<file path="src/hw/rtl/jsu_pkg.sv">
`timescale 1ns / 1ps

package jsu_pkg;

    typedef enum logic [6:0] {
        MODE_IDLE = 7'b0000001,
        MODE_BODY = 7'b0000010,
        MODE_ESC  = 7'b0000100,
        MODE_HEX0 = 7'b0001000,
        MODE_HEX1 = 7'b0010000,
        MODE_HEX2 = 7'b0100000,
        MODE_HEX3 = 7'b1000000
    } mode_t;

    localparam logic [1:0] ST_DATA  = 2'd0;
    localparam logic [1:0] ST_DONE  = 2'd1;
    localparam logic [1:0] ST_ERROR = 2'd2;

    localparam logic [7:0] CH_QUOTE = 8'h22;
    localparam logic [7:0] CH_BSLASH = 8'h5C;
    localparam logic [7:0] CH_SLASH = 8'h2F;
    localparam logic [7:0] CH_SPACE = 8'h20;

    localparam logic [15:0] CP_REPLACE = 16'hFFFD;

    typedef struct packed {
        logic       ok;
        logic [3:0] value;
    } hex_t;

    function automatic hex_t hex_decode(input logic [7:0] b);
        hex_t h;
        h.ok    = 1'b1;
        h.value = 4'd0;
        if (b >= 8'h30 && b <= 8'h39)
        begin
            h.value = b[3:0];
        end
        else if ((b >= 8'h61 && b <= 8'h66) || (b >= 8'h41 && b <= 8'h46))
        begin
            h.value = b[3:0] + 4'd9;
        end
        else
        begin
            h.ok = 1'b0;
        end
        return h;
    endfunction

endpackage

</file>
<file path="src/hw/rtl/json_string_unescaper_unit.sv">
`timescale 1ns / 1ps
// Path: a beat accepted into the staging register is decoded into the result
// registers, and its first result byte is offered from there.
// Throughput: one input beat per cycle unless out_stall keeps the result buffer full;
// a \u escape giving two or three UTF-8 bytes holds the input while they drain.
// Reset (asynchronous, rst_n low) returns the decoder to idle, awaiting an opening
// quote, and empties the staging and result registers.

module json_string_unescaper_unit (
    input  logic       clk,
    input  logic       rst_n,
    input  logic       in_valid,
    output logic       in_stall,
    input  logic [7:0] in_byte,
    input  logic       end_of_input,
    output logic       out_valid,
    input  logic       out_stall,
    output logic [7:0] out_byte,
    output logic [1:0] status,
    output logic       last
);

    logic               stage_valid_reg;
    logic [7:0]         stage_byte_reg;
    logic               stage_eoi_reg;
    jsu_pkg::mode_t     mode_reg;
    jsu_pkg::mode_t     mode_next;
    logic [11:0]        code_accum_reg;
    logic [11:0]        code_accum_next;
    logic [7:0]         res_byte_reg [3];
    logic [7:0]         res_byte_next [3];
    logic [1:0]         res_status_reg;
    logic [1:0]         res_status_next;
    logic [1:0]         cnt_reg;
    logic [1:0]         cnt_next;
    logic [1:0]         pos_reg;
    logic               buf_empty;
    logic               out_pop;
    logic               drains;
    logic               proc;
    logic               in_take;
    jsu_pkg::hex_t      hex;
    logic [15:0]        cp;

    assign buf_empty = (pos_reg == cnt_reg);
    assign out_valid = !buf_empty;
    assign out_pop   = out_valid && !out_stall;
    assign drains    = buf_empty || (out_pop && (pos_reg + 2'd1 == cnt_reg));
    assign proc      = stage_valid_reg && drains;
    assign in_stall  = stage_valid_reg && !drains;
    assign in_take   = in_valid && !in_stall;

    assign out_byte = res_byte_reg[pos_reg];
    assign status   = res_status_reg;
    assign last     = (pos_reg + 2'd1 == cnt_reg);

    assign hex = jsu_pkg::hex_decode(stage_byte_reg);
    assign cp  = {code_accum_reg, hex.value};

    always_comb
    begin
        logic [15:0] cpf;
        mode_next        = mode_reg;
        code_accum_next  = code_accum_reg;
        res_byte_next[0] = 8'h00;
        res_byte_next[1] = 8'h00;
        res_byte_next[2] = 8'h00;
        res_status_next  = jsu_pkg::ST_DATA;
        cnt_next         = 2'd0;
        cpf              = cp;
        if (mode_reg == jsu_pkg::MODE_IDLE)
        begin
            if (!stage_eoi_reg)
            begin
                if (stage_byte_reg == jsu_pkg::CH_QUOTE)
                begin
                    mode_next = jsu_pkg::MODE_BODY;
                end
                else
                begin
                    res_status_next = jsu_pkg::ST_ERROR;
                    cnt_next        = 2'd1;
                end
            end
        end
        else if (stage_eoi_reg)
        begin
            mode_next       = jsu_pkg::MODE_IDLE;
            code_accum_next = 12'd0;
            res_status_next = jsu_pkg::ST_ERROR;
            cnt_next        = 2'd1;
        end
        else
        begin
            case (mode_reg)
                jsu_pkg::MODE_BODY:
                begin
                    if (stage_byte_reg == jsu_pkg::CH_QUOTE)
                    begin
                        mode_next       = jsu_pkg::MODE_IDLE;
                        code_accum_next = 12'd0;
                        res_status_next = jsu_pkg::ST_DONE;
                        cnt_next        = 2'd1;
                    end
                    else if (stage_byte_reg == jsu_pkg::CH_BSLASH)
                    begin
                        mode_next = jsu_pkg::MODE_ESC;
                    end
                    else if (stage_byte_reg < jsu_pkg::CH_SPACE)
                    begin
                        mode_next       = jsu_pkg::MODE_IDLE;
                        code_accum_next = 12'd0;
                        res_status_next = jsu_pkg::ST_ERROR;
                        cnt_next        = 2'd1;
                    end
                    else
                    begin
                        res_byte_next[0] = stage_byte_reg;
                        cnt_next         = 2'd1;
                    end
                end
                jsu_pkg::MODE_ESC:
                begin
                    mode_next = jsu_pkg::MODE_BODY;
                    cnt_next  = 2'd1;
                    case (stage_byte_reg)
                        jsu_pkg::CH_QUOTE, jsu_pkg::CH_BSLASH, jsu_pkg::CH_SLASH:
                            res_byte_next[0] = stage_byte_reg;
                        8'h62: res_byte_next[0] = 8'h08;
                        8'h66: res_byte_next[0] = 8'h0C;
                        8'h6E: res_byte_next[0] = 8'h0A;
                        8'h72: res_byte_next[0] = 8'h0D;
                        8'h74: res_byte_next[0] = 8'h09;
                        8'h75:
                        begin
                            mode_next       = jsu_pkg::MODE_HEX0;
                            code_accum_next = 12'd0;
                            cnt_next        = 2'd0;
                        end
                        default:
                        begin
                            mode_next       = jsu_pkg::MODE_IDLE;
                            code_accum_next = 12'd0;
                            res_status_next = jsu_pkg::ST_ERROR;
                        end
                    endcase
                end
                jsu_pkg::MODE_HEX0, jsu_pkg::MODE_HEX1, jsu_pkg::MODE_HEX2:
                begin
                    if (!hex.ok)
                    begin
                        mode_next       = jsu_pkg::MODE_IDLE;
                        code_accum_next = 12'd0;
                        res_status_next = jsu_pkg::ST_ERROR;
                        cnt_next        = 2'd1;
                    end
                    else
                    begin
                        code_accum_next = cp[11:0];
                        mode_next = jsu_pkg::mode_t'({mode_reg[5:0], 1'b0});
                    end
                end
                jsu_pkg::MODE_HEX3:
                begin
                    if (!hex.ok)
                    begin
                        mode_next       = jsu_pkg::MODE_IDLE;
                        code_accum_next = 12'd0;
                        res_status_next = jsu_pkg::ST_ERROR;
                        cnt_next        = 2'd1;
                    end
                    else
                    begin
                        mode_next       = jsu_pkg::MODE_BODY;
                        code_accum_next = 12'd0;
                        if (cp[15:11] == 5'b11011)
                        begin
                            cpf = jsu_pkg::CP_REPLACE;
                        end
                        if (cpf[15:7] == 9'd0)
                        begin
                            res_byte_next[0] = cpf[7:0];
                            cnt_next         = 2'd1;
                        end
                        else if (cpf[15:11] == 5'd0)
                        begin
                            res_byte_next[0] = {3'b110, cpf[10:6]};
                            res_byte_next[1] = {2'b10, cpf[5:0]};
                            cnt_next         = 2'd2;
                        end
                        else
                        begin
                            res_byte_next[0] = {4'b1110, cpf[15:12]};
                            res_byte_next[1] = {2'b10, cpf[11:6]};
                            res_byte_next[2] = {2'b10, cpf[5:0]};
                            cnt_next         = 2'd3;
                        end
                    end
                end
                default:
                begin
                    mode_next       = jsu_pkg::MODE_IDLE;
                    code_accum_next = 12'd0;
                    res_status_next = jsu_pkg::ST_ERROR;
                    cnt_next        = 2'd1;
                end
            endcase
        end
    end

    always_ff @(posedge clk or negedge rst_n)
    begin
        if (!rst_n)
        begin
            stage_valid_reg <= 1'b0;
            mode_reg        <= jsu_pkg::MODE_IDLE;
            code_accum_reg  <= 12'd0;
            cnt_reg         <= 2'd0;
            pos_reg         <= 2'd0;
        end
        else
        begin
            if (in_take)
            begin
                stage_valid_reg <= 1'b1;
            end
            else if (proc)
            begin
                stage_valid_reg <= 1'b0;
            end
            if (proc)
            begin
                mode_reg       <= mode_next;
                code_accum_reg <= code_accum_next;
                cnt_reg        <= cnt_next;
                pos_reg        <= 2'd0;
            end
            else if (out_pop)
            begin
                pos_reg <= pos_reg + 2'd1;
            end
        end
    end

    always_ff @(posedge clk)
    begin
        if (in_take)
        begin
            stage_byte_reg <= in_byte;
            stage_eoi_reg  <= end_of_input;
        end
        if (proc)
        begin
            res_byte_reg[0] <= res_byte_next[0];
            res_byte_reg[1] <= res_byte_next[1];
            res_byte_reg[2] <= res_byte_next[2];
            res_status_reg  <= res_status_next;
        end
    end

    a_pos_bound: assert property (@(posedge clk) disable iff (!rst_n)
        pos_reg <= cnt_reg)
        else $error("result pointer ran past the result count");

    a_ctrl_single: assert property (@(posedge clk) disable iff (!rst_n)
        (out_valid && status != jsu_pkg::ST_DATA) |-> last)
        else $error("completion or error beat is not the final beat");

    a_idle_clear: assert property (@(posedge clk) disable iff (!rst_n)
        (mode_reg == jsu_pkg::MODE_IDLE) |-> (code_accum_reg == 12'd0))
        else $error("code accumulator not cleared in idle");

    a_stall_full: assert property (@(posedge clk) disable iff (!rst_n)
        in_stall |-> (stage_valid_reg && out_valid))
        else $error("input stalled with nothing pending");

    a_hold_stage: assert property (@(posedge clk) disable iff (!rst_n)
        (stage_valid_reg && !proc) |=> (stage_valid_reg && $stable(stage_byte_reg)))
        else $error("staged beat lost before decode");

endmodule
</file>
<file path="config.mk">
export PLATFORM = sky130hd
export DESIGN_NAME = json_string_unescaper_unit
export DESIGN_NICKNAME = d
export VERILOG_FILES = /design/src/hw/rtl/jsu_pkg.sv /design/src/hw/rtl/json_string_unescaper_unit.sv
export SDC_FILE = /design/constraint.sdc
export NUM_CORES = 1
export LEC_CHECK = 0
export ABC_AREA = 1
export BUFFER_PORTS_ARGS = -buffer_cell sky130_fd_sc_hd__buf_4
export CAP_MARGIN = 20
export CELL_PAD_IN_SITES_DETAIL_PLACEMENT = 1
export CELL_PAD_IN_SITES_GLOBAL_PLACEMENT = 1
export CORE_MARGIN = 1
export CORE_UTILIZATION = 40
export CTS_CLUSTER_SIZE = 14
export DETAILED_ROUTE_END_ITERATION = 7
export GPL_ROUTABILITY_DRIVEN = 1
export GPL_TIMING_DRIVEN = 0
export PLACE_DENSITY_LB_ADDON = 0.1
export SYNTH_ARGS = -nofsm -noshare
export SYNTH_HDL_FRONTEND = slang
export SYNTH_SLANG_ARGS = --single-unit
</file>
<file path="constraint.sdc">
create_clock -name clk -period 1.9 [get_ports clk]
set_clock_uncertainty 0.1 [all_clocks]
set_input_delay 0.19 -clock clk [delete_from_list [all_inputs] [get_ports clk]]
set_output_delay 0.19 -clock clk [all_outputs]
set_load 0.02 [all_outputs]
</file>
Word-level counts from Yosys, hierarchy flattened
Memories as Yosys holds them, arrays and structs flattened.
Index checks and enable logic that the tools add are counted.
{"block": "classes", "addsub": 2, "multipliers": 0, "div_mod_pow": 0, "order_cmp": 7, "n_eq_ne": 25, "n_shift": 0, "muxes": 68, "bitwise_logic": 1, "n_reduce_logical": 25}
{"operator": "$mux 16", "n": 7}
{"operator": "$mux 12", "n": 6}
{"operator": "$mux 24", "n": 3}
{"operator": "$eq 8x7->1 const B", "n": 7}
{"operator": "$mux 7", "n": 8}
{"operator": "$pmux 8 s6", "n": 1}
{"operator": "$mux 8", "n": 5}
{"operator": "$pmux 12 s3", "n": 1}
{"operator": "$mux 2", "n": 16}
{"operator": "$pmux 7 s4", "n": 1}
{"operator": "$pmux 8 s3", "n": 1}
{"operator": "$eq 8x6->1 const B", "n": 2}
{"operator": "$ge 8x7->1 const B", "n": 2}
{"operator": "$le 8x7->1 const B", "n": 2}
{"operator": "$mux 14", "n": 1}
{"operator": "$mux 1", "n": 13}
{"operator": "$logic_not 9->1", "n": 1}
{"operator": "$reduce_or 9->1", "n": 1}
{"operator": "$ge 8x6->1 const B", "n": 1}
{"operator": "$le 8x6->1 const B", "n": 1}
{"operator": "$logic_and 1x1->1", "n": 8}
{"operator": "$lt 8x6->1 const B", "n": 1}
{"operator": "$mux 4", "n": 2}
{"operator": "$ne 4x4->1 const B", "n": 2}
{"operator": "28 further kinds", "n": 35}
{"block": "totals", "ff_bits": 35, "latchBits": 0, "ram_bits": 24, "romBits": 0, "input_bits": 13, "output_inout_bits": 13, "word_cells": 137, "mem_count": 1}
{"memory": "res_byte_reg", "depth": 3, "word_bits": 8, "read_ports": 1, "rd_clocked_by_memory_dff": 0, "wr": 3, "line_no": "json_string_unescaper_unit.sv:30", "rtl": "logic [7:0] res_byte_reg [3];"}

Longest topological paths before layout
{"block": "logic_depth", "ltp_word": 17, "ltp_mapped": 14, "depth_no_buf": 14}

Worst setup path before layout
Ideal clock, no wire load.
{"block": "synth_timing", "path_type": "reg2reg", "startpoint": "reg pos_reg[0]", "endpoint": "reg mode_reg[3]", "setup_ns": 0.076, "arrival_time_ns": 1.898, "t_required_ns": 1.724, "setup_slack_ns": -0.174, "path_stages_with_launch": 15, "path_buffers": 1, "period_less_slack_ns": 2.074, "path_cell_list": "dfrtp_1 > buf_4 > nand2_2 > nand2_1 > nand2_1 > nand2_1 > nor2_2 > nand2_1 > nand2_2 > nand2_4 > inv_2 > nand2_4 > inv_2 > nand2_1 > o21ai_1"}
{"block": "synth_via", "elab_cells_between_ends": 9, "classes_between": "1 x add/sub; 2 x eq/ne; 6 x reduce/logical"}
{"element": "start: declaration", "line_no": "json_string_unescaper_unit.sv:36", "rtl": "logic [1:0] pos_reg;"}
{"element": "start signal: assignment", "line_no": "json_string_unescaper_unit.sv:240", "rtl": "pos_reg <= pos_reg + 2'd1;"}
{"element": "$add 2x1->2"}
{"element": "$eq 2x2->1"}
{"element": "via last", "line_no": "json_string_unescaper_unit.sv:20", "rtl": "output logic last"}
{"element": "$logic_and 1x1->1", "line_no": "json_string_unescaper_unit.sv:48", "rtl": "assign drains = buf_empty || (out_pop && (pos_reg + 2'd1 == cnt_reg));"}
{"element": "$logic_or 1x1->1", "line_no": "json_string_unescaper_unit.sv:48"}
{"element": "$logic_and 1x1->1", "line_no": "json_string_unescaper_unit.sv:49", "rtl": "assign proc = stage_valid_reg && drains;"}
{"element": "via proc", "line_no": "json_string_unescaper_unit.sv:40", "rtl": "logic proc;"}
{"element": "$reduce_and 4->1 (no line)"}
{"element": "end signal: assignment", "line_no": "json_string_unescaper_unit.sv:216", "rtl": "mode_reg <= jsu_pkg::MODE_IDLE;"}
{"element": "end signal: assignment", "line_no": "json_string_unescaper_unit.sv:233", "rtl": "mode_reg <= mode_next;"}
{"element": "end: declaration", "line_no": "json_string_unescaper_unit.sv:26", "rtl": "jsu_pkg::mode_t mode_reg;"}
The timed path passes the listed nets, and every way through them passes these cells.
A chain may end at the register's enable or synchronous reset.

==> impl_metrics.env <==
export IMPL_htree_levels=3
export IMPL_clock_sinks=57
export IMPL_num_vias=4220
export IMPL_start_kind="flip-flop"
export IMPL_syn_area_um2=3610
export IMPL_insertion_delay_ns=0.37
export IMPL_dieArea_um2=9400
export IMPL_hp_class="in -> async"
export IMPL_cts_root_buf="clkbuf_8"
export IMPL_syn_area_per_cell_um2=7.47
export IMPL_crit_slowest_cell="edfxtp_1"
export IMPL_ys_types=40
export IMPL_synthMuxAreaShare_pct=0
export IMPL_drt_pass1_iterations=5
export IMPL_setup_viol=79
export IMPL_num_antenna_cells=0
export IMPL_grt_pass1_wl_um=21600
export IMPL_drt_iter0_markers=430
export IMPL_netlist_instances=483
export IMPL_rsz0062_at_grt="yes"
export IMPL_die_w_um=97.0
export IMPL_grt_overflow=0
export IMPL_crit_chain="inv_2, buf_12, ha_4, nand2_2, inv_2, nand2_4, buf_4, nand2_1, nor2_1, nand2_1, nand3_1, nand2_1, a21oi_2, nor2_1"
export IMPL_largest_reg_flops=22
export IMPL_ys_seq_elements=57
export IMPL_cp_end_kind="flip-flop"
export IMPL_worst_slew_pin_slew_ns=0.488
export IMPL_fin_crit_ns=2.40
export IMPL_cts_tree="built"
export IMPL_synth_top_family_by_area="simple AND/OR/NAND/NOR gates"
export IMPL_vdd_drop_max_mv=0.585
export IMPL_synthAdderAreaFrac_pct=1.39
export IMPL_violations="negative setup slack"
export IMPL_synthesis_nets=500
export IMPL_viasPerCell=5.97
export IMPL_start_util_pct=41.4
export IMPL_wl_per_cell_um=23.9
export IMPL_power_density_nw_per_um2=1440
export IMPL_fin_ws_ns=-0.499
export IMPL_leakagePower_nw=2.50
export IMPL_dp_hpwl_um=8050
export IMPL_final_util_pct=62.5
export IMPL_portBuffers=25
export IMPL_fin_setup_tns_ns=-17.88
export IMPL_nNetsFinal=611
export IMPL_drc_errors=0
export IMPL_crit_top_cell="nand2_1"
export IMPL_maxCapViolCount=0
export IMPL_synth_xor_area_share_pct=0.971
export IMPL_worst_path_largest_cell_delay_ns=0.45
export IMPL_relSlewSlack_pct=67.1
export IMPL_path_clk_slew_ns=0.10
export IMPL_cp_max_fo=5
export IMPL_grt_max_degree=30
export IMPL_die_y_um=97.0
export IMPL_yosys_warnings=0
export IMPL_first_global_vias=4078
export IMPL_fin_crit_sh_pct=126
export IMPL_max_freq_ghz=0.417
export IMPL_cts_path_max_buffers=2
export IMPL_io_pins=26
export IMPL_postRouteAntennaNets=0
export IMPL_routed_wl_um=16900
export IMPL_cp_data_arrival_time_ns=2.41
export IMPL_area_growth_pct=51.0
export IMPL_drive_gt1_share_pct=42.4
export IMPL_timing_final_max_slew_violations=0
export IMPL_worstPathRequired_ns=1.91
export IMPL_yosysSeqAreaShare_pct=44.2
export IMPL_hold_violations=0
export IMPL_grt_total_usage_pct=29.7
export IMPL_gp_congestion=0.892
export IMPL_path_class="reg -> reg"
export IMPL_outcome="finished, violations left"
export IMPL_core_area_um2=8720
export IMPL_antenna_found_initial=0
export IMPL_std_cell_rows=34
export IMPL_dp_slack_ns=-0.481
export IMPL_cts_buffers=9
export IMPL_synthSimpleGateAreaFrac_pct=35.1
export IMPL_synth_compound_area_share_pct=10.2
==> cell type report <==
class	instances	area, um2
Fill cell	997	3270
Inverter	58	264
Buffer	12	96.3
Multi-Input combinational cell	356	2260
Clock buffer	9	124
Tap cell	108	135
Sequential cell	57	1600
Timing Repair Buffer	97	825
Clock inverter	7	95.1
Timing Repair inverter	3	45.0
==> cells by family after synthesis <==
logic type / after synthesis
AND/OR/NAND/NOR: 279
buffers and inverters: 71
XOR/XNOR: 4
flip-flops: 57
AO/OA/AOI/OAI: 68
adder cells (fa/ha/maj): 4
==> repair_timing <==
| action | CTS | global route |
|---|---|---|
| hold buffers | 11 | 0 |
| pin swaps | 20 | 18 |
| gates cloned | 3 | 3 |
| hold endpoints to repair | 34 | 0 |
| gates resized for setup | 81 | 94 |
| setup endpoints to repair | 69 | 80 |
| buffers inserted | 34 | 25 |
==> cells in the mapped netlist, drive strengths merged <==
cell type	n	area share, %
clkinv	1	0.10
o31ai	3	0.62
a31oi	1	0.17
o21ai	22	3.1
dfstp	1	0.73
nand3	42	6.1
a211oi	1	0.35
and2	2	0.35
nand2	139	16
dfrtp	23	16
o21a	1	0.21
nand3b	1	0.21
clkbuf	3	0.31
xnor2	2	0.49
nor3	14	2.5
o211ai	2	0.42
nor2	68	8.0
a21oi	36	5.0
o21bai	1	0.21
buf	10	1.8
inv	57	5.9
ha	4	1.4
nand4	7	1.2
edfxtp	33	27
nor4	6	1.0
xor2	2	0.49
a21boi	1	0.21
==> cells in the final DEF (no fill, tap or decap), types with 5 or more instances in the layout <==
cell type       n
dfrtp_1        19
edfxtp_1       33
o21ai_2         8
inv_4           6
a21oi_2        10
buf_6          13
buf_4          74
nor2_1         45
nand2_2        29
nor2_2         10
nand4_1         7
a21oi_1        26
inv_2          12
nand3_1        34
nand2_4        17
nand2_1        92
o21ai_1         9
nand3_4         5
nor3_1          9
nor2_4         13
clkbuf_8        9
inv_1          37
nor4_1          5
dlygate4sd3_1  11
==> report_power, final <==
group | total, mW | switching [mW] | leakage (nW) | internal (mW)
Combinational | 4.48 | 2.83 | 1.76 | 1.65
Clock | 1.34 | 0.599 | 0.109 | 0.738
Sequential | 2.01 | 0.235 | 0.635 | 1.77
==> path summary, 6_finish.rpt <==
check,depth (start not counted),slack (ns),startpoint,to
worst max-delay path,14,-0.50,stage_byte_reg[0]$_DFFE_PP_,res_byte_reg[0][2]$_SDFFCE_PP0P_
worst min-delay path,2,0.15,rst_n,stage_valid_reg$_DFFE_PN0P_
worst max register to register,14,-0.50,stage_byte_reg[0]$_DFFE_PP_,res_byte_reg[0][2]$_SDFFCE_PP0P_
worst min register to register,2,0.40,code_accum_reg[2]$_DFFE_PN0P_,code_accum_reg[2]$_DFFE_PN0P_
max in group asynchronous,2,1.19,rst_n,mode_reg[0]$_DFFE_PN1P_
min in group clk,4,0.17,out_stall,pos_reg[1]$_DFFE_PN0P_
==> through the flow <==
stage	hold slack, ns	area, um2	std cells	total power [mW]
global placement	0.0193	3980	616	4.51
CTS	0.116	4890	680	6.57
finish	0.154	5450	707	7.83
global route	0.179	5450	707	8.09
detailed placement	0.0192	3980	616	4.60
floorplan	-0.206	3660	483	3.72
==> layer usage <==
layer	share of wire (%)	track usage, %
met5	0	0
met4	6.0	14.1
met1	38	36.2
met3	6.3	6.14
met2	49	50.1
==> worst max-delay path: cells and delay by family (launching register included) <==
kind,cells,cell delay (ns)
and+or+nand+nor,8,0.84
DFF,1,0.45
buffers and inverters,4,0.45
adders and majority gates,1,0.16
AOI/OAI and AO/OA,1,0.12
Power figures use the tool's default switching activity.
